==> src/rtl/gpgb_pkg.sv <==
// Shared types, constants and tables for the gait playback block.
package gpgb_pkg;

    localparam int JOINTS     = 16;
    localparam int COL_W      = 4;
    localparam int ANGLE_W    = 24;
    localparam int GYRO_W     = 12;
    localparam int GAIN_W     = 10;
    localparam int POS_W      = 19;
    localparam int PGAIN_W    = 8;
    localparam int ID_W       = 5;
    localparam int ROWCNT_W   = 9;
    localparam int SCALED_W   = 21;
    localparam int TERM_W     = 23;
    localparam int CFG_IDX_W  = 3;
    localparam int CFG_DATA_W = 19;
    localparam int IN_DATA_W  = 48;
    localparam int KIND_W     = 2;
    localparam int OUT_DATA_W = 32;

    // gyro pipeline depth, sample register to term register
    localparam int GYRO_LAT = 4;

    localparam int QUEUE_DEPTH = 4;
    localparam int QPTR_W      = 2;

    // 251000/pi as unsigned Q17.12
    localparam logic [28:0] RAD_TO_UNITS = 29'd327253121;
    // 490.23 * 100; the /25600 is split into >>10 and /25
    localparam logic [15:0] GYRO_NUM     = 16'd49023;
    // ceil(2^32/25), exact for dividends below 2^30
    localparam logic [27:0] DIV25_RECIP  = 28'd171798692;
    localparam logic [PGAIN_W-1:0] ARM_P_GAIN = 8'd16;

    localparam logic [KIND_W-1:0] KIND_LOAD   = 2'd0;
    localparam logic [KIND_W-1:0] KIND_TICK   = 2'd1;
    localparam logic [KIND_W-1:0] KIND_REWIND = 2'd2;

    typedef enum logic [CFG_IDX_W-1:0] {
        REG_BALANCE_ENABLE   = 3'd0,
        REG_HIP_ROLL_GAIN    = 3'd1,
        REG_ANKLE_ROLL_GAIN  = 3'd2,
        REG_KNEE_GAIN        = 3'd3,
        REG_ANKLE_PITCH_GAIN = 3'd4,
        REG_HIP_PITCH_OFFSET = 3'd5,
        REG_LEG_P_GAIN       = 3'd6,
        REG_ROW_COUNT        = 3'd7
    } cfg_idx_t;

    typedef enum logic [1:0] {
        OP_LOAD,
        OP_TICK,
        OP_REWIND
    } op_t;

    // load: angle word; tick: {pitch_gyro, roll_gyro}
    typedef struct packed {
        op_t                 op;
        logic [ANGLE_W-1:0]  payload;
    } cmd_t;

    typedef struct packed {
        logic                balance_enable;
        logic [GAIN_W-1:0]   hip_roll_gain;
        logic [GAIN_W-1:0]   ankle_roll_gain;
        logic [GAIN_W-1:0]   knee_gain;
        logic [GAIN_W-1:0]   ankle_pitch_gain;
        logic [POS_W-1:0]    hip_pitch_offset;
        logic [PGAIN_W-1:0]  leg_p_gain;
        logic [ROWCNT_W-1:0] row_count;
    } cfg_t;

    // signed two's complement terms
    typedef struct packed {
        logic [TERM_W-1:0] hip_roll;
        logic [TERM_W-1:0] ankle_roll;
        logic [TERM_W-1:0] knee;
        logic [TERM_W-1:0] ankle_pitch;
    } gyro_terms_t;

    function automatic logic [ID_W-1:0] joint_id(input logic [COL_W-1:0] col);
        logic [ID_W-1:0] id;
        case (col)
            4'd0:    id = 5'd15;
            4'd1:    id = 5'd17;
            4'd2:    id = 5'd19;
            4'd3:    id = 5'd21;
            4'd4:    id = 5'd23;
            4'd5:    id = 5'd25;
            4'd6:    id = 5'd16;
            4'd7:    id = 5'd18;
            4'd8:    id = 5'd20;
            4'd9:    id = 5'd22;
            4'd10:   id = 5'd24;
            4'd11:   id = 5'd26;
            4'd12:   id = 5'd1;
            4'd13:   id = 5'd2;
            4'd14:   id = 5'd7;
            default: id = 5'd8;
        endcase
        return id;
    endfunction

endpackage

==> src/rtl/gpgb_front.sv <==
// Input side: takes stream transfers, decodes the kind and queues commands.
module gpgb_front (
    input  logic                              s_tvalid,
    output logic                              s_tready,
    input  logic [gpgb_pkg::IN_DATA_W-1:0]    s_tdata,
    input  logic [gpgb_pkg::KIND_W-1:0]       s_tuser,
    input  logic                              queue_full,
    output logic                              push,
    output gpgb_pkg::cmd_t                    push_cmd
);

    logic keep;

    assign s_tready = !queue_full;

    always_comb begin
        keep             = 1'b1;
        push_cmd.op      = gpgb_pkg::OP_LOAD;
        push_cmd.payload = '0;
        unique case (s_tuser)
            gpgb_pkg::KIND_LOAD: begin
                push_cmd.op      = gpgb_pkg::OP_LOAD;
                push_cmd.payload = s_tdata[gpgb_pkg::ANGLE_W-1:0];
            end
            gpgb_pkg::KIND_TICK: begin
                push_cmd.op      = gpgb_pkg::OP_TICK;
                push_cmd.payload = s_tdata[47:24];
            end
            gpgb_pkg::KIND_REWIND: begin
                push_cmd.op = gpgb_pkg::OP_REWIND;
            end
            default: begin
                // unused kind: consumed and dropped
                keep = 1'b0;
            end
        endcase
    end

    assign push = s_tvalid && !queue_full && keep;

endmodule

==> config.mk <==
export PLATFORM = sky130hd
export DESIGN_NAME = gpgb_front
export DESIGN_NICKNAME = d
export VERILOG_FILES = /design/src/rtl/gpgb_pkg.sv /design/src/rtl/gpgb_front.sv
export SDC_FILE = /design/constraint.sdc
export NUM_CORES = 1
export LEC_CHECK = 0
export ABC_AREA = 1
export BUFFER_PORTS_ARGS = -buffer_cell sky130_fd_sc_hd__buf_2
export CAP_MARGIN = 20
export CORE_UTILIZATION = 27
export DETAILED_ROUTE_END_ITERATION = 8
export PLACE_DENSITY = 0.95
export SLEW_MARGIN = 20
export SYNTH_ARGS = -nofsm -noshare
export SYNTH_HDL_FRONTEND = slang
export SYNTH_SLANG_ARGS = --single-unit
==> constraint.sdc <==
create_clock -name vclk -period 0.8
set_input_delay 0.12 -clock vclk [all_inputs]
set_output_delay 0.12 -clock vclk [all_outputs]
set_load 0.005 [all_outputs]
==> metrics.txt, run 1 <==
initial antenna violation count 0; Fillers 136; Final GP Congestion 0.710; Internal 246 uW; Peak VDD IR 0.000266 V; sequential fraction of the synthesis area 0%; FFs & Latches 0; first-pass GRT wire length 2420 um; Die ar. 1670 sq um; CP peak stage delay 150 ps; fin. max-slew vios 0; Cell Area, Synth 408 sq um; Worst setup SP type input port; All-Layer GR Usage 20.4%; Mean Syn Cell Area 4.64 sq um; cell with the most instances after synthesis nand2_1; most frequent CP cell nand2_1; f_max 1.14 GHz; vias per inst 4.66; CP max stage cell nor2_4; hold slack 469 ps; CP endpoint kind primary output; worst min-delay path class in -> out; CP bufs+invs 3; switching share of power 44.7%; clkbuf count 0; Core Util, Final 65.9%; slew at the pin with the worst max-slew slack 149 ps; max cap viols 0; vias in the first global route 636; Crit Path Max Fanout 14; io pins 80; worst path required time 680 ps; Post-route DRC 0; Clock power frac 0%; total core area 1350 sq um; syn nets 140; Crit Path Category in -> out; Layout Nets 223; area leader, netlist nand2_1; hold violation count in the final report 0; post-synthesis instance total 88; CP Data Arrival Time 760 ps; Remaining Overflow, GRT 0; HPWL after DPL 1490 um; Post-synth top cells nand2_1 (50), nand3_1 (24), buf_6 (5); Antenna Cells 0; Detail Route Antenna Nets 0; Tcrit/Tclk final 109%; DRT Pass-1 Iters 4; Seq. cell area 0 sq um; failing checks setup timing; min cycle time layout 875 ps; initial drt markers 10; setup ws final -75.0 ps; combinational power share 100.0%; Die Ht 40.9 um; top cells by area, synth nand2_1 (46%), nand3_1 (29%), buf_6 (14%); pin count of the biggest net entering global routing 16; crit path cell chain buf_8 -> nor2_4 -> buf_12 -> nand2_1 -> nand2_1 -> buf_2; Finish-stage setup viols 25; RSZ-0062 raised after global routing true; Synth top area share 46.0%; Sw Pwr 199 uW; fin cells 184; Pwr per Cell Area 500 nW/um^2; Port Buffers 80; Inst Count DP 182; crit-path leading delay family buffers and inverters; die width 40.9 um; slew margin rel. 90.1%; Rows 13; Routed WL 1900 um; Yosys cell types 8; leakage power 0.000631 uW; synth warn 0; Area Growth Syn to Fin 118%; sequential power share 0%; status complete, but fails checks; Initial Util 30.2%; layout cells sized above 1 56.8%; WL per Instance 10.3 um; via count 857
[cell families (layout without fill, tap and decap cells)]
family / count (synthesis) / count (layout) / synth area share [%]
buffers and inverters: 10 / 91 / 19.0
AND/OR/NAND/NOR: 78 / 78 / 81.0
[power by group through the flow]
stage	clock [uW]	sequential (uW)	combinational, uW
final	0	0	445
after global routing	0	0	503
after CTS	0	0	439
after detailed placement	0	0	413
after global placement	0	0	398
after floorplan	0	0	173
[path summary, 6_finish.rpt]
kind / from / slack (ps) / endpoint / cells past startpoint
setup / recovery: s_tuser[0] / -80 / push_cmd[2] / 6
hold / removal: queue_full / 470 / s_tready / 3
[layer usage]
layer	track usage, %	routed length [um]	up-vias
li1	-	-	440
met1	22.1	680	377
met2	43.8	1090	40
met3	0.543	133	0
met4	0.833	0	0
met5	0	0	-
[cells in the final DEF (no fill, tap or decap)]
cell,instances
nor2_4,1
nand3_1,24
inv_2,1
buf_8,1
nand2_1,44
buf_4,4
nor2_1,3
buf_12,2
nand2_2,5
buf_6,3
inv_1,2
buf_2,78
nand2_4,1
[cell type report]
cell class	instances	area, sq um	share of cell area [%]
Inverter	3	11.3	1.27
Multi-Input combinational cell	78	350	39.4
Tap cell	15	18.8	2.11
Timing Repair Buffer	88	509	57.2
[per-stage QoR]
step | cell area, sq um | total power [uW] | TNS [ps] | worst slack [ps]
6_report | 890 | 445 | -1390 | -75.0
5_1_grt | 890 | 503 | -2870 | -155
3_5_place_dp | 831 | 413 | -2040 | -121
3_3_place_gp | 831 | 398 | -1370 | -80.5
4_1_cts | 877 | 439 | -1230 | -73.5
2_1_floorplan | 408 | 173 | 0 | 64.6
[what timing repair did]
item                       4_1_cts  5_1_grt
setup buffers                    0        0
hold buffers                     0        0
gates resized for setup         12        4
gates cloned                     2        0
hold endpoints to repair         0        0
setup endpoints to repair       26       26
pin swaps                        2        2
[worst min-delay path: stages]
cell and delay, ps:
buf_2 90, inv_1 30, buf_2 110
No activity file was read; power rests on OpenSTA's default activity.
==> inputs of run 2 (changes only) <==
Settings changed: ABC_AREA 1 to unset, PLACE_DENSITY 0.95 to 0.93.
==> metrics.txt, run 2 <==
status complete, but fails checks; failing checks setup timing; initial drt markers 4; io pins 80; Peak VDD IR 0.000300 V; Layout Nets 194; Die ar. 1730 sq um; layout cells sized above 1 66.4%; Yosys cell types 9; CP bufs+invs 3; hold slack 462 ps; Routed WL 1720 um; commonest cells after routing, fill and taps aside buf_2 (79), nor2_1 (24), mux2i_1 (18), mux2i_2 (6), buf_12 (3); Cell Area, Synth 423 sq um; TNS Setup -656 ps; via count 710; Finish-stage setup viols 22; min cycle time layout 859 ps; Final GP Congestion 0.681; first-pass GRT wire length 2660 um; final instance area 922 sq um; DRT Pass-1 Iters 2; WL per Instance 11.1 um; largest family of logic cells by synthesized area multiplexers; Mean Syn Cell Area 7.17 sq um; f_max 1.16 GHz; vias per inst 4.58; Seq. cell area 0 sq um; commonest non-fill, non-tap cell in the layout buf_2; Design Power 481 uW; Core Util, Final 66.7%; placed cell areas 838 sq um; Port Buffers 80; initial antenna violation count 0; CP endpoint kind primary output; most frequent CP cell buf_12; crit-path leading delay family buffers and inverters; Worst setup SP type input port; Die Ht 41.6 um; worst min-delay path class in -> out; Pwr per Cell Area 521 nW/um^2; area leader, netlist mux2i_1; die width 41.6 um; post-synthesis mux area share 56.8%; All-Layer GR Usage 18.2%; clkbuf count 0; Synth Area in Compound Gates 0%; Tcrit/Tclk final 107%; fin. max-slew vios 0; top cells by area, synth mux2i_1 (57%), nor2_1 (21%), buf_12 (9.5%); RSZ-0062 raised after global routing true; total core area 1380 sq um; Area Growth Syn to Fin 118%; CP Data Arrival Time 740 ps; FFs & Latches 0; Post-route DRC 0; xor/xnor share of the synthesized area 0%; Crit Path Max Fanout 8; post-synthesis instance total 59; max cap viols 0; slew at the pin with the worst max-slew slack 137 ps; Initial Util 30.6%; CP peak stage delay 210 ps; Rows 13; synth warn 0; sequential fraction of the synthesis area 0%; HPWL after DPL 1380 um; setup ws final -59.3 ps; Antenna Cells 0; worst path required time 680 ps; CP max stage cell mux2i_2; vias in the first global route 680; Post-synth top cells mux2i_1 (24), nor2_1 (24), buf_2 (3); Remaining Overflow, GRT 0; slew margin rel. 90.6%; crit path cell chain buf_12 -> buf_12 -> mux2i_2 -> nor2_1 -> buf_2; syn nets 111; Detail Route Antenna Nets 0; Crit Path Category in -> out; Simple-Gate Fraction of Synth Area 26.6%; Synth top area share 56.8%; hold violation count in the final report 0; pin count of the biggest net entering global routing 19; leakage power 0.000593 uW; adder-cell share of the synthesized area 0%
==> run 2: cell type report <==
type,instances,area [sq um]
Fill cell,110,460
Inverter,1,3.75
Multi-Input combinational cell,52,375
Tap cell,15,18.8
Timing Repair Buffer,87,524
==> run 2: kinds of logic (layout without fill, tap and decap cells) <==
| group | Yosys count | count (layout) |
|---|---|---|
| buffers and inverters | 7 | 88 |
| multiplexers | 24 | 24 |
| AND/OR/NAND/NOR | 28 | 28 |
==> run 2: per-layer routing <==
metal	track usage [%]	up-vias	part of all wire (%)	wire length [um]
li1	-	358	-	-
met1	16.4	307	33	562
met2	41.3	45	59	1020
met3	3.04	0	8.2	141
met4	1.29	0	0	0
met5	0	-	0	0
==> run 2: final timing paths <==
check | from | endpoint | slack, ps | cells after the start
max | s_tuser[0] | push_cmd[2] | -60 | 5
min | queue_full | s_tready | 460 | 3
==> run 2: worst min-delay path, stage by stage <==
cell,delay (ps)
buf_2,80
inv_1,30
buf_2,110
==> run 2: metrics by stage <==
step | worst slack, ps | instances
after global routing | -101 | 155
after detailed placement | -149 | 153
after CTS | -43.3 | 155
after floorplan | 54.0 | 59
final | -59.3 | 155
after global placement | -98.9 | 153
==> run 2: power by group <==
part	leakage (uW)	switching, uW	internal [uW]
clock network	0	0	0
registers	0	0	0
logic	0.000593	188	293
total	0.000593	188	293
==> run 2: what timing repair did <==
item	4_1_cts	5_1_grt
gates cloned	1	0
setup endpoints to repair	24	25
buffers inserted	1	0
resized for setup	7	7
pin swaps	0	1
hold buffers	0	0
==> inputs of run 3 (changes only) <==
Settings changed: CORE_UTILIZATION 27 to 29, PLACE_DENSITY 0.93 to 0.95.
Clock period 0.8 ns to 1 ns, I/O delays scaled along.
==> metrics.txt, run 3 (same netlist as run 2, synthesis figures left out) <==
status finished, final reports clean; CP bufs+invs 3; leakage power 0.000611 uW; pin count of the biggest net entering global routing 18; footprint of the multi-input gates 353 sq um; crit-path leading delay family buffers and inverters; fin. max-slew vios 0; CP endpoint kind primary output; Detail Route Antenna Nets 0; DRT Pass-1 Iters 2; Finish-stage setup viols 0; Pwr per Cell Area 404 nW/um^2; WL per Instance 10.7 um; slew margin rel. 90.4%; die width 40.2 um; Port Buffers 80; FFs & Latches 0; CP Data Arrival Time 810 ps; Peak VDD IR 0.000219 V; commonest non-fill, non-tap cell in the layout buf_2; first-pass GRT wire length 1950 um; Die ar. 1610 sq um; crit path cell chain buf_6 -> clkbuf_16 -> mux2i_1 -> nor2_1 -> buf_2; commonest cells after routing, fill and taps aside buf_2 (79), mux2i_1 (24), nor2_1 (24), clkbuf_16 (3); io pins 80; fin cells 155; worst path required time 850 ps; All-Layer GR Usage 16.8%; Antenna Cells 0; layout cells sized above 1 62.1%; Remaining Overflow, GRT 0; via count 715; TNS Setup 0 ps; CP peak stage delay 190 ps; Worst setup SP type input port; total core area 1330 sq um; RSZ-0062 raised after global routing false; CP max stage cell mux2i_1; Post-route DRC 0; hold violation count in the final report 0; slew at the pin with the worst max-slew slack 140 ps; f_max 1.05 GHz; initial drt markers 8; min cycle time layout 956 ps; vias in the first global route 487; Crit Path Max Fanout 8; Routed WL 1660 um; Initial Util 31.7%; max cap viols 0; Fillers 118; final instance area 912 sq um; HPWL after DPL 1380 um; clkbuf count 0; Die Ht 40.2 um; Area Growth Syn to Fin 116%; Tcrit/Tclk final 95.6%; vias per inst 4.61; initial antenna violation count 0; Inst Count DP 152; placed cell areas 831 sq um; Rows 13; worst min-delay path class in -> out; Layout Nets 194; Seq. cell area 0 sq um; Crit Path Category in -> out; Final GP Congestion 0.744; Design Power 369 uW
-- run 3: cell count changes in the layout (fill, tap and decap cells not counted), sizes merged --
cell / previous run / this run
clkbuf: 0 / 3
buf: 87 / 84
-- run 3: power by group --
| part | leakage, uW | switching, uW | total, uW | internal (uW) |
|---|---|---|---|---|
| clock | 0 | 0 | 0 | 0 |
| sequential | 0 | 0 | 0 | 0 |
| combinational | 0.000611 | 143 | 369 | 226 |
| total | 0.000611 | 143 | 369 | 226 |
-- run 3: worst paths after layout --
check | start | end | slack (ps) | depth (start not counted)
min | queue_full | s_tready | 520 | 3
max | s_tuser[0] | push_cmd[6] | 40 | 5
-- run 3: per-layer routing --
metal  routed length, um  global-route usage, %  vias to the layer above  share of wire, %
met5                   0                      0                        -                 0
met1                 574                   17.9                      324                35
li1                    -                      -                      358                 -
met2                 999                   37.1                       33                60
met4                   0                      0                        0                 0
met3                  88                  0.556                        0               5.3
-- run 3: timing repair --
| item | CTS | global route |
|---|---|---|
| hold buffers | 0 | 0 |
| hold endpoints to repair | 0 | 0 |
| setup endpoints to repair | 0 | 19 |
| gates resized for setup | 0 | 3 |
| buffers inserted | 0 | 0 |
-- run 3: tightest hold or removal path: stages --
cell,delay [ps]
buf_2,70
inv_1,30
buf_2,110
-- run 3: through the flow --
stage | utilization, % | hold slack (ps) | setup slack [ps]
global placement | 62.3 | 517 | 32.8
CTS | 62.3 | 522 | 6.87
detailed placement | 62.3 | 520 | 7.19
finish | 68.4 | 520 | 43.8
global route | 68.4 | 533 | 20.5
floorplan | - | 331 | 194
-- run 3: area by class of cell --
type	count	area share, %
inverters	1	0.412
multi-input cells	52	38.7
well taps	15	2.06
repair buffers	87	58.8
