### src/rtl/gpgb_pkg.sv
// Shared types, constants and tables for the gait playback block.
package gpgb_pkg;

    localparam int JOINTS     = 16;
    localparam int COL_W      = 4;
    localparam int ANGLE_W    = 24;
    localparam int GYRO_W     = 12;
    localparam int GAIN_W     = 10;
    localparam int POS_W      = 19;
    localparam int PGAIN_W    = 8;
    localparam int ID_W       = 5;
    localparam int ROWCNT_W   = 9;
    localparam int SCALED_W   = 21;
    localparam int TERM_W     = 23;
    localparam int CFG_IDX_W  = 3;
    localparam int CFG_DATA_W = 19;
    localparam int IN_DATA_W  = 48;
    localparam int KIND_W     = 2;
    localparam int OUT_DATA_W = 32;

    // gyro pipeline depth, sample register to term register
    localparam int GYRO_LAT = 4;

    localparam int QUEUE_DEPTH = 4;
    localparam int QPTR_W      = 2;

    // 251000/pi as unsigned Q17.12
    localparam logic [28:0] RAD_TO_UNITS = 29'd327253121;
    // 490.23 * 100; the /25600 is split into >>10 and /25
    localparam logic [15:0] GYRO_NUM     = 16'd49023;
    // ceil(2^32/25), exact for dividends below 2^30
    localparam logic [27:0] DIV25_RECIP  = 28'd171798692;
    localparam logic [PGAIN_W-1:0] ARM_P_GAIN = 8'd16;

    localparam logic [KIND_W-1:0] KIND_LOAD   = 2'd0;
    localparam logic [KIND_W-1:0] KIND_TICK   = 2'd1;
    localparam logic [KIND_W-1:0] KIND_REWIND = 2'd2;

    typedef enum logic [CFG_IDX_W-1:0] {
        REG_BALANCE_ENABLE   = 3'd0,
        REG_HIP_ROLL_GAIN    = 3'd1,
        REG_ANKLE_ROLL_GAIN  = 3'd2,
        REG_KNEE_GAIN        = 3'd3,
        REG_ANKLE_PITCH_GAIN = 3'd4,
        REG_HIP_PITCH_OFFSET = 3'd5,
        REG_LEG_P_GAIN       = 3'd6,
        REG_ROW_COUNT        = 3'd7
    } cfg_idx_t;

    typedef enum logic [1:0] {
        OP_LOAD,
        OP_TICK,
        OP_REWIND
    } op_t;

    // load: angle word; tick: {pitch_gyro, roll_gyro}
    typedef struct packed {
        op_t                 op;
        logic [ANGLE_W-1:0]  payload;
    } cmd_t;

    typedef struct packed {
        logic                balance_enable;
        logic [GAIN_W-1:0]   hip_roll_gain;
        logic [GAIN_W-1:0]   ankle_roll_gain;
        logic [GAIN_W-1:0]   knee_gain;
        logic [GAIN_W-1:0]   ankle_pitch_gain;
        logic [POS_W-1:0]    hip_pitch_offset;
        logic [PGAIN_W-1:0]  leg_p_gain;
        logic [ROWCNT_W-1:0] row_count;
    } cfg_t;

    // signed two's complement terms
    typedef struct packed {
        logic [TERM_W-1:0] hip_roll;
        logic [TERM_W-1:0] ankle_roll;
        logic [TERM_W-1:0] knee;
        logic [TERM_W-1:0] ankle_pitch;
    } gyro_terms_t;

    function automatic logic [ID_W-1:0] joint_id(input logic [COL_W-1:0] col);
        logic [ID_W-1:0] id;
        case (col)
            4'd0:    id = 5'd15;
            4'd1:    id = 5'd17;
            4'd2:    id = 5'd19;
            4'd3:    id = 5'd21;
            4'd4:    id = 5'd23;
            4'd5:    id = 5'd25;
            4'd6:    id = 5'd16;
            4'd7:    id = 5'd18;
            4'd8:    id = 5'd20;
            4'd9:    id = 5'd22;
            4'd10:   id = 5'd24;
            4'd11:   id = 5'd26;
            4'd12:   id = 5'd1;
            4'd13:   id = 5'd2;
            4'd14:   id = 5'd7;
            default: id = 5'd8;
        endcase
        return id;
    endfunction

endpackage

### src/rtl/gpgb_queue.sv
// Short command queue between the front end and the playback engine.
module gpgb_queue (
    input  logic               aclk,
    input  logic               aresetn,
    input  logic               push,
    input  gpgb_pkg::cmd_t     push_cmd,
    output logic               full,
    input  logic               pop,
    output logic               head_valid,
    output gpgb_pkg::cmd_t     head_cmd
);

    gpgb_pkg::cmd_t                 entry_reg [gpgb_pkg::QUEUE_DEPTH];
    logic [gpgb_pkg::QPTR_W-1:0]    wr_ptr_reg;
    logic [gpgb_pkg::QPTR_W-1:0]    rd_ptr_reg;
    logic [gpgb_pkg::QPTR_W:0]      count_reg;

    assign full       = (count_reg == (gpgb_pkg::QPTR_W+1)'(gpgb_pkg::QUEUE_DEPTH));
    assign head_valid = (count_reg != '0);
    assign head_cmd   = entry_reg[rd_ptr_reg];

    always_ff @(posedge aclk) begin
        if (push) begin
            entry_reg[wr_ptr_reg] <= push_cmd;
        end
    end

    always_ff @(posedge aclk) begin
        if (!aresetn) begin
            wr_ptr_reg <= '0;
            rd_ptr_reg <= '0;
            count_reg  <= '0;
        end else begin
            if (push) begin
                wr_ptr_reg <= wr_ptr_reg + 1'b1;
            end
            if (pop) begin
                rd_ptr_reg <= rd_ptr_reg + 1'b1;
            end
            if (push && !pop) begin
                count_reg <= count_reg + 1'b1;
            end else if (pop && !push) begin
                count_reg <= count_reg - 1'b1;
            end
        end
    end

endmodule

### config.mk
export PLATFORM = sky130hd
export DESIGN_NAME = gpgb_queue
export DESIGN_NICKNAME = d
export VERILOG_FILES = /design/src/rtl/gpgb_pkg.sv /design/src/rtl/gpgb_queue.sv
export SDC_FILE = /design/constraint.sdc
export NUM_CORES = 1
export LEC_CHECK = 0
export BUFFER_PORTS_ARGS = -buffer_cell sky130_fd_sc_hd__buf_4
export CORE_MARGIN = 4
export CORE_UTILIZATION = 56
export DETAILED_ROUTE_END_ITERATION = 10
export HOLD_SLACK_MARGIN = 0.05
export PLACE_DENSITY = 0.75
export SYNTH_ARGS = -nofsm -noshare
export SYNTH_HDL_FRONTEND = slang
export SYNTH_SLANG_ARGS = --single-unit
### constraint.sdc
create_clock -name aclk -period 2.1 [get_ports aclk]
set_clock_uncertainty 0.1 [all_clocks]
set_input_delay 0.315 -clock aclk [delete_from_list [all_inputs] [get_ports aclk]]
set_output_delay 0.315 -clock aclk [all_outputs]
set_load 0.02 [all_outputs]
==> reports/qor_table.md, run 1 <==
| Stage | Parameter | Reported |
|:---|:---|:---|
| logic synthesis | Flop and latch count out of synthesis | 113 |
| logic synthesis | Arithmetic-cell share of the synthesized area counting full adders, half adders and majority gates | 1.95% |
| final layout | Layout cells sized above 1 | 40.7% |
| detailed routing | First-pass iteration count of the detailed router | 4 |
| final layout | Number of flip-flops in the largest register | 104 |
| logic synthesis | Cell variety after synth | 21 |
| global route | Global router's overall resource usage | 19.9% |
| cts | Clock latency of the later-clocked register in the worst-skew pair | 500 ps |
| timing | Final worst path period need | 2180 ps |
| power and ir drop | Leakage dissipation | 2.10 nW |
| timing | Unrepaired setup endpoints after global routing | yes |
| global route | Number of global-route vias before repair | 2327 |
| worst setup path | R2R Path Start | count_reg[0] |
| timing | Maximum achievable frequency | 0.458 GHz |
| logic synthesis | Largest family of logic cells by synthesized area | multiplexers |
| detailed routing | Final wirelength | 8.03 mm |
| logic synthesis | Synthesized netlist cell count | 179 |
| worst setup path | CP Buf/Inv Count | 3 |
| global route | Initial antenna violation count | 0 |
| detailed routing | Residual DRC count | 0 |
| detailed routing | Number of nets still failing antenna checks after routing | 0 |
| logic synthesis | Warning count from the yosys run | 0 |
| worst setup path | Cell with the biggest individual delay on the critical path | mux4_2 |
| logic synthesis | Mux contribution to synthesized area | 14.8% |
| timing | Remaining max-slew budget at the tightest pin | 73.5% |
| final layout | Commonest non-fill, non-tap cell in the layout | edfxtp_1 |
| power and ir drop | Worst supply voltage drop on vdd | 0.000648 V |
| timing | Least-Margin Pin Slew | 397 ps |
| timing | Final max-slew violation count | 0 |
| placed design | Dpl cell area | 4820 um2 |
| cts | Number of clock buffers inserted by TritonCTS | 17 |
| detailed routing | Highest Signal Layer | met4 |
| timing | Number of hold violations in the final report | 0 |
| final layout | Final core area utilization | 80.1% |
| logic synthesis | Sequential-to-total area share from yosys stat | 77.8% |
| placed design | Routability congestion estimate from global placement | 0.672 |
| run | MaxCap Viol Count | 0 |
| worst setup path | Top cell family by delay on the critical path | multiplexers |
| power and ir drop | Tot Pwr | 0.00632 W |
| global route | Global-route wire length before repair | 12.5 mm |
| worst setup path | CP Data Arrival Time | 1770 ps |
| global route | GRT Residual Overflow | 0 |
| final layout | Layout net count | 326 |
| timing | Final setup slack of the worst path | -82.4 ps |
| logic synthesis | Most area-consuming cells after synthesis | edfxtp_1 (74%), mux4_2 (11%), dfxtp_1 (4.2%), mux4_1 (3.7%), ha_1 (1.5%) |
| worst setup path | Critical path start-end classification | reg2out |
| global route | Pin count of the biggest net entering global routing | 27 |
| worst setup path | Biggest cell delay along the critical path | 510 ps |
| floorplan | DIE AREA | 9040 um2 |
| floorplan | Effective utilization at floorplan | 58.2% |
| detailed routing | Number of vias per cell | 5.34 |
| placed design | Post-detail-place hpwl | 4.23 mm |
| worst setup path | Nature of the critical path startpoint | register |
| cts | Sink Count | 113 |
| power and ir drop | Power Dens Cells | 1080 nW/um2 |
| logic synthesis | Area share of xor/xnor cells in the synthesized design | 1.03% |
| cts | CTS tree | yes |
| timing | Setup TNS | -1310 ps |
| final layout | Area growth, synth to finish | 37.6% |
| timing | Final cycle utilization of the critical path | 104% |
| worst setup path | Critical path, cell by cell | buf_12 > buf_12 > mux4_2 > buf_6 |
| hold path | Type of the tightest min-delay check | reg2reg |
| floorplan | # IOs | 58 |
| cts | Post-CTS clock slew at the launch and capture registers of the worst setup and hold paths | 50 ps |
| worst setup path | Critical path peak fanout | 6 |
| final layout | Inserted Diodes | 0 |
| detailed routing | Routed met1 length | 3.21 mm |
| floorplan | Die Span X | 95.1 um |
| hold path | Source of the worst hold timing path | count_reg[2] |
| detailed routing | Met3 WL | 361 um |
| detailed routing | Routed length on met2 | 4.33 mm |
| timing | Setup-failing EPs final | 24 |
| worst setup path | Most frequent cell on the critical path | buf_12 |
| logic synthesis | Syn Std Cell Area | 4240 um2 |
| floorplan | Die Span Y | 95.1 um |
| status | Violated checks | setup timing |
| final layout | Final design area excluding fillers | 5840 um2 |
| detailed routing | Average routed wire per standard cell | 20.0 um |
| detailed routing | Overall via count from detail_route | 2140 |
| status | Outcome | finished with violations |
| logic synthesis | Simple-gate portion of the synthesized area | 2.18% |
| cts | H-Tree Depth | 4 |
| logic synthesis | Share of the synthesized area in the top cell type | 73.6% |
| detailed routing | First-iteration detailed-routing DRC count | 92 |
| logic synthesis | Largest area contributor in the netlist | edfxtp_1 |
| cts | Clk root buf | clkbuf_8 |
| worst setup path | Req. time, crit path | 1680 ps |
| logic synthesis | Compound-Gate Fraction of Synth Area | 0.295% |
| floorplan | Core Rows | 31 |
| placed design | Worst slack, placed | 217 ps |
| floorplan | Area of the placeable core | 7290 um2 |
| logic synthesis | Number of nets in the synthesized netlist | 215 |
| final layout | Commonest non-fill, non-tap cells in the layout | edfxtp_1 (104), buf_4 (38), dlygate4sd3_1 (29) |
| logic synthesis | Post-synthesis area per instance | 23.7 um2 |
| cts | Number of buffers on the longest clock path | 2 |
| placed design | IO buf count | 57 |
| worst setup path | Crit end category | primary output |
[worst min-delay path: cells and delay by family (launching register included)]
kind	cells	cell delay, ps
AOI/OAI and AO/OA	2	150
DFF	1	320
[cell families after synthesis]
kind of cell	Yosys count
compound gates	2
simple gates	15
fa+ha+maj	6
xor+xnor	5
mux	28
buf+inv	10
flops	113
[area by class of cell]
class	count	area, um2
Sequential cell	113	3310
Fill cell	361	1450
Timing Repair Buffer	98	950
Multi-Input combinational cell	56	837
Clock buffer	17	414
Clock inverter	14	195
Tap cell	99	124
Inverter	4	15.0
[report_power, final]
group          internal (W)  total, W  switching (W)
registers           0.00258   0.00263      0.0000454
clock network       0.00201   0.00291       0.000905
logic              0.000413  0.000775       0.000362
[cell usage after synthesis]
library cell  instances
xor2_1                3
inv_1                 4
and2_1                9
mux4_2               20
buf_6                 1
a21boi_0              1
edfxtp_1            104
clkbuf_2              1
buf_2                 2
mux2i_1               2
nor2b_1               2
mux4_1                6
buf_12                2
ha_1                  5
nand2_1               1
dfxtp_1               9
nor3b_1               1
o21ai_0               1
xnor2_1               2
or3_1                 2
fa_1                  1
[per-stage QoR]
step / hold slack, ps / std cells
floorplan: 314 / 179
global placement: 397 / 338
detailed placement: 404 / 338
CTS: 425 / 402
global route: 452 / 401
finish: 427 / 401
[path summary, 6_finish.rpt]
kind / endpoint / slack, ps / cells past startpoint
max: head_cmd[12] / -80 / 4
min: count_reg[2] / 430 / 2
max reg2reg: count_reg[2] / 480 / 4
min reg2reg: count_reg[2] / 430 / 2
[layer usage]
layer	vias up	global-route usage, %
li1	961	-
met1	1102	23.9
met2	63	33.9
met3	14	5.76
met4	0	8.29
met5	-	0
[what timing repair did]
| action | in CTS | in global routing |
|---|---|---|
| hold endpoints to repair | 113 | 0 |
| pin swaps | 0 | 0 |
| gates resized for setup | 39 | 0 |
| gates cloned | 1 | 0 |
| setup buffers | 4 | 0 |
| endpoints found under the setup margin | 26 | 26 |
| hold buffers | 29 | 0 |
(Power assumes the default switching activity.)
==> inputs of run 2 (changes only) <==
--- a/config.mk
+++ b/config.mk
@@ -6,11 +6,13 @@
 export NUM_CORES = 1
 export LEC_CHECK = 0
 export BUFFER_PORTS_ARGS = -buffer_cell sky130_fd_sc_hd__buf_4
+export CELL_PAD_IN_SITES_DETAIL_PLACEMENT = 1
+export CELL_PAD_IN_SITES_GLOBAL_PLACEMENT = 1
 export CORE_MARGIN = 4
-export CORE_UTILIZATION = 56
+export CORE_UTILIZATION = 40
 export DETAILED_ROUTE_END_ITERATION = 10
 export HOLD_SLACK_MARGIN = 0.05
-export PLACE_DENSITY = 0.75
+export PLACE_DENSITY = 0.63
 export SYNTH_ARGS = -nofsm -noshare
 export SYNTH_HDL_FRONTEND = slang
 export SYNTH_SLANG_ARGS = --single-unit
==> run 2 against run 1 <==
The run still ends with setup timing left. Clock-buffer cell count is 1 higher. Non-clock buffer count is 3 higher. Die area is 36% higher. Global-route usage is 5.7 points lower. First-iteration DRC count is 5.4% lower. Via count is 0.89% lower. Hold slack worse by 350 ps. Critical endpoint is now head_cmd[18]. Largest power group unchanged.
==> reports/qor_table.md, run 2 (same netlist as run 1, synthesis figures left out) <==
| Stage | Parameter | Reported | Change |
|:---|:---|:---|:---|
| status | Outcome | finished with violations | unchanged |
| status | Violated checks | setup timing | unchanged |
| power and ir drop | Portion of total power attributed to combinational logic | 12.2% | was 12.3% |
| timing | Final setup slack of the worst path | -127 ps | was -82.4 ps |
| worst setup path | Biggest cell delay along the critical path | 510 ps | about the same |
| final layout | Commonest non-fill, non-tap cell in the layout | edfxtp_1 | unchanged |
| placed design | Dpl cell area | 4880 um2 | was 4820 um2 |
| timing | Smallest hold slack | 81.6 ps | was 427 ps |
| worst setup path | Most frequent cell on the critical path | buf_12 | unchanged |
| timing | Setup-failing EPs final | 26 | was 24 |
| cts | Number of clock buffers inserted by TritonCTS | 17 | unchanged |
| detailed routing | First-iteration detailed-routing DRC count | 87 | was 92 |
| global route | Global-route wire length before repair | 13.3 mm | was 12.5 mm |
| worst setup path | Register-to-register path setup slack | 470 ps | was 480 ps |
| worst setup path | Top cell family by delay on the critical path | multiplexers | unchanged |
| global route | Global router's overall resource usage | 14.3% | was 19.9% |
| cts | Number of buffers on the longest clock path | 2 | unchanged |
| final layout | Count of non-filler cells in the finished layout | 442 | was 401 |
| timing | Number of hold violations in the final report | 0 | unchanged |
| power and ir drop | Switching share of total power | 21.9% | was 20.8% |
| global route | Number of global-route vias before repair | 2411 | was 2327 |
| final layout | Number of flip-flops in the largest register | 104 | unchanged |
| detailed routing | Number of nets still failing antenna checks after routing | 0 | unchanged |
| global route | GRT Residual Overflow | 0 | unchanged |
| power and ir drop | Worst supply voltage drop on vdd | 0.000554 V | was 0.000648 V |
| worst setup path | Req. time, crit path | 1680 ps | about the same |
| global route | Initial antenna violation count | 0 | unchanged |
| hold path | Type of the tightest min-delay check | in2reg | was reg2reg |
| detailed routing | Final wirelength | 8.06 mm | was 8.03 mm |
| power and ir drop | Cell internal pwr | 0.00491 W | was 0.00501 W |
| floorplan | # IOs | 58 | unchanged |
| power and ir drop | Power Dens Cells | 1060 nW/um2 | was 1080 nW/um2 |
| placed design | Number of cells in the design after placement | 376 | was 338 |
| floorplan | DIE AREA | 12300 um2 | was 9040 um2 |
| worst setup path | CP Buf/Inv Count | 3 | unchanged |
| detailed routing | Number of vias per cell | 4.80 | was 5.34 |
| placed design | Routability congestion estimate from global placement | 0.650 | was 0.672 |
| cts | Clk root buf | clkbuf_8 | unchanged |
| global route | Pin count of the biggest net entering global routing | 27 | unchanged |
| cts | Clock latency of the later-clocked register in the worst-skew pair | 500 ps | about the same |
| worst setup path | Nature of the critical path startpoint | register | unchanged |
| placed design | Post-detail-place hpwl | 4.66 mm | was 4.23 mm |
| detailed routing | Residual DRC count | 0 | unchanged |
| power and ir drop | Tot Pwr | 0.00629 W | was 0.00632 W |
| floorplan | Core Rows | 37 | was 31 |
| final layout | Layout cells sized above 1 | 41.2% | was 40.7% |
| cts | Sink Count | 113 | unchanged |
| timing | Final cycle utilization of the critical path | 106% | was 104% |
| power and ir drop | Register share of total power | 41.7% | was 41.6% |
| cts | H-Tree Depth | 4 | unchanged |
| floorplan | Area of the placeable core | 10300 um2 | was 7290 um2 |
| worst setup path | CP Data Arrival Time | 1810 ps | was 1770 ps |
| cts | CTS tree | yes | unchanged |
| timing | Final max-slew violation count | 0 | unchanged |
| timing | Least-Margin Pin Slew | 394 ps | was 397 ps |
| power and ir drop | Share of power burned in the clock network | 46.1% | about the same |
| floorplan | Effective utilization at floorplan | 41.1% | was 58.2% |
| worst setup path | Critical path, cell by cell | buf_12 > buf_12 > mux4_2 > buf_6 | unchanged |
| worst setup path | Crit end category | primary output | unchanged |
| final layout | Commonest non-fill, non-tap cells in the layout | edfxtp_1 (104), buf_4 (51), dlygate4sd3_1 (28) | was edfxtp_1 (104), buf_4 (38), dlygate4sd3_1 (29) |
| detailed routing | Overall via count from detail_route | 2121 | was 2140 |
| power and ir drop | Switching power | 0.00138 W | was 0.00131 W |
| floorplan | Die Span Y | 111 um | was 95.1 um |
| worst setup path | Critical path start-end classification | reg2out | unchanged |
| final layout | Area growth, synth to finish | 39.2% | was 37.6% |
| timing | Remaining max-slew budget at the tightest pin | 73.7% | was 73.5% |
| final layout | Inserted Diodes | 0 | unchanged |
| timing | Maximum achievable frequency | 0.449 GHz | was 0.458 GHz |
| cts | Post-CTS clock slew at the launch and capture registers of the worst setup and hold paths | 50 ps | about the same |
| power and ir drop | Leakage dissipation | 2.12 nW | was 2.10 nW |
| timing | Final worst path period need | 2230 ps | was 2180 ps |
| worst setup path | Critical path peak fanout | 9 | was 6 |
| worst setup path | Cell with the biggest individual delay on the critical path | mux4_2 | unchanged |
| final layout | Final design area excluding fillers | 5910 um2 | was 5840 um2 |
| detailed routing | Average routed wire per standard cell | 18.2 um | was 20.0 um |
| timing | Unrepaired setup endpoints after global routing | yes | unchanged |
| final layout | Layout net count | 329 | was 326 |
| detailed routing | First-pass iteration count of the detailed router | 4 | unchanged |
| placed design | IO buf count | 57 | unchanged |
| run | MaxCap Viol Count | 0 | unchanged |
| final layout | Filler Cells Inserted | 893 | was 361 |
| floorplan | Die Span X | 111 um | was 95.1 um |
[run 2: cell types whose count changed in the layout (fill, tap and decap cells not counted), moves of 3 or more]
| cell | before | now |
|---|---|---|
| buf_4 | 38 | 51 |
| clkinv_1 | 4 | 1 |
| mux4_1 | 0 | 4 |
| buf_6 | 27 | 16 |
| mux4_2 | 26 | 22 |
| buf_12 | 2 | 5 |
| clkinv_4 | 0 | 3 |
[run 2: routing by layer]
| layer | global-route usage [%] | part of all wire (%) | up-vias |
|---|---|---|---|
| met5 | 0 | 0 | - |
| met4 | 4.43 | 0.95 | 0 |
| met3 | 4.75 | 3.6 | 7 |
| met2 | 23.5 | 52 | 45 |
| met1 | 18.0 | 44 | 1100 |
| li1 | - | - | 969 |
[run 2: per-stage QoR]
| step | setup TNS (ps) | util, % | worst slack (ps) |
|---|---|---|---|
| floorplan | 0 | - | 408 |
| global placement | 0 | 47.2 | 247 |
| detailed placement | 0 | 47.2 | 171 |
| CTS | -2680 | 57.2 | -147 |
| global route | -3750 | 57.2 | -187 |
| finish | -2040 | 57.2 | -127 |
[run 2: tightest hold or removal path, delay by kind of cell]
family                    cells  cell delay (ps)
xor gates and xnor gates      1               70
buffers and inverters         1               90
and+or+nand+nor               1              150
[run 2: layout make-up]
cell class              instances  area (um2)  share of cell area (%)
flip-flops and latches        113        3310                    56.0
repair buffers                101         958                    16.2
multi-input cells              56         852                    14.4
clock buffers                  18         418                    7.07
clock inverters                14         189                    3.20
well taps                     136         170                    2.88
inverters                       4        15.0                   0.254
[run 2: what timing repair did]
| action | in CTS | in global routing |
|---|---|---|
| buffers inserted | 6 | 0 |
| resized for setup | 21 | 0 |
| hold endpoints to repair | 113 | 0 |
| hold buffers | 28 | 0 |
| setup endpoints to repair | 26 | 26 |
[run 2: final timing paths]
kind	to	cells past startpoint	startpoint
worst min register to register	count_reg[2]	2	count_reg[2]
worst max register to register	count_reg[2]	4	count_reg[0]
worst min-delay path	rd_ptr_reg[0]	3	pop
worst max-delay path	head_cmd[18]	4	register
[run 2: power by group through the flow]
stage                     Clock [W]  Combinational [W]  Sequential, W
after detailed placement          0           0.000660        0.00267
final                       0.00290           0.000766        0.00262
after CTS                   0.00298           0.000782        0.00262
after floorplan                   0           0.000393        0.00265
after global placement            0           0.000655        0.00266
after global routing        0.00309           0.000827        0.00263
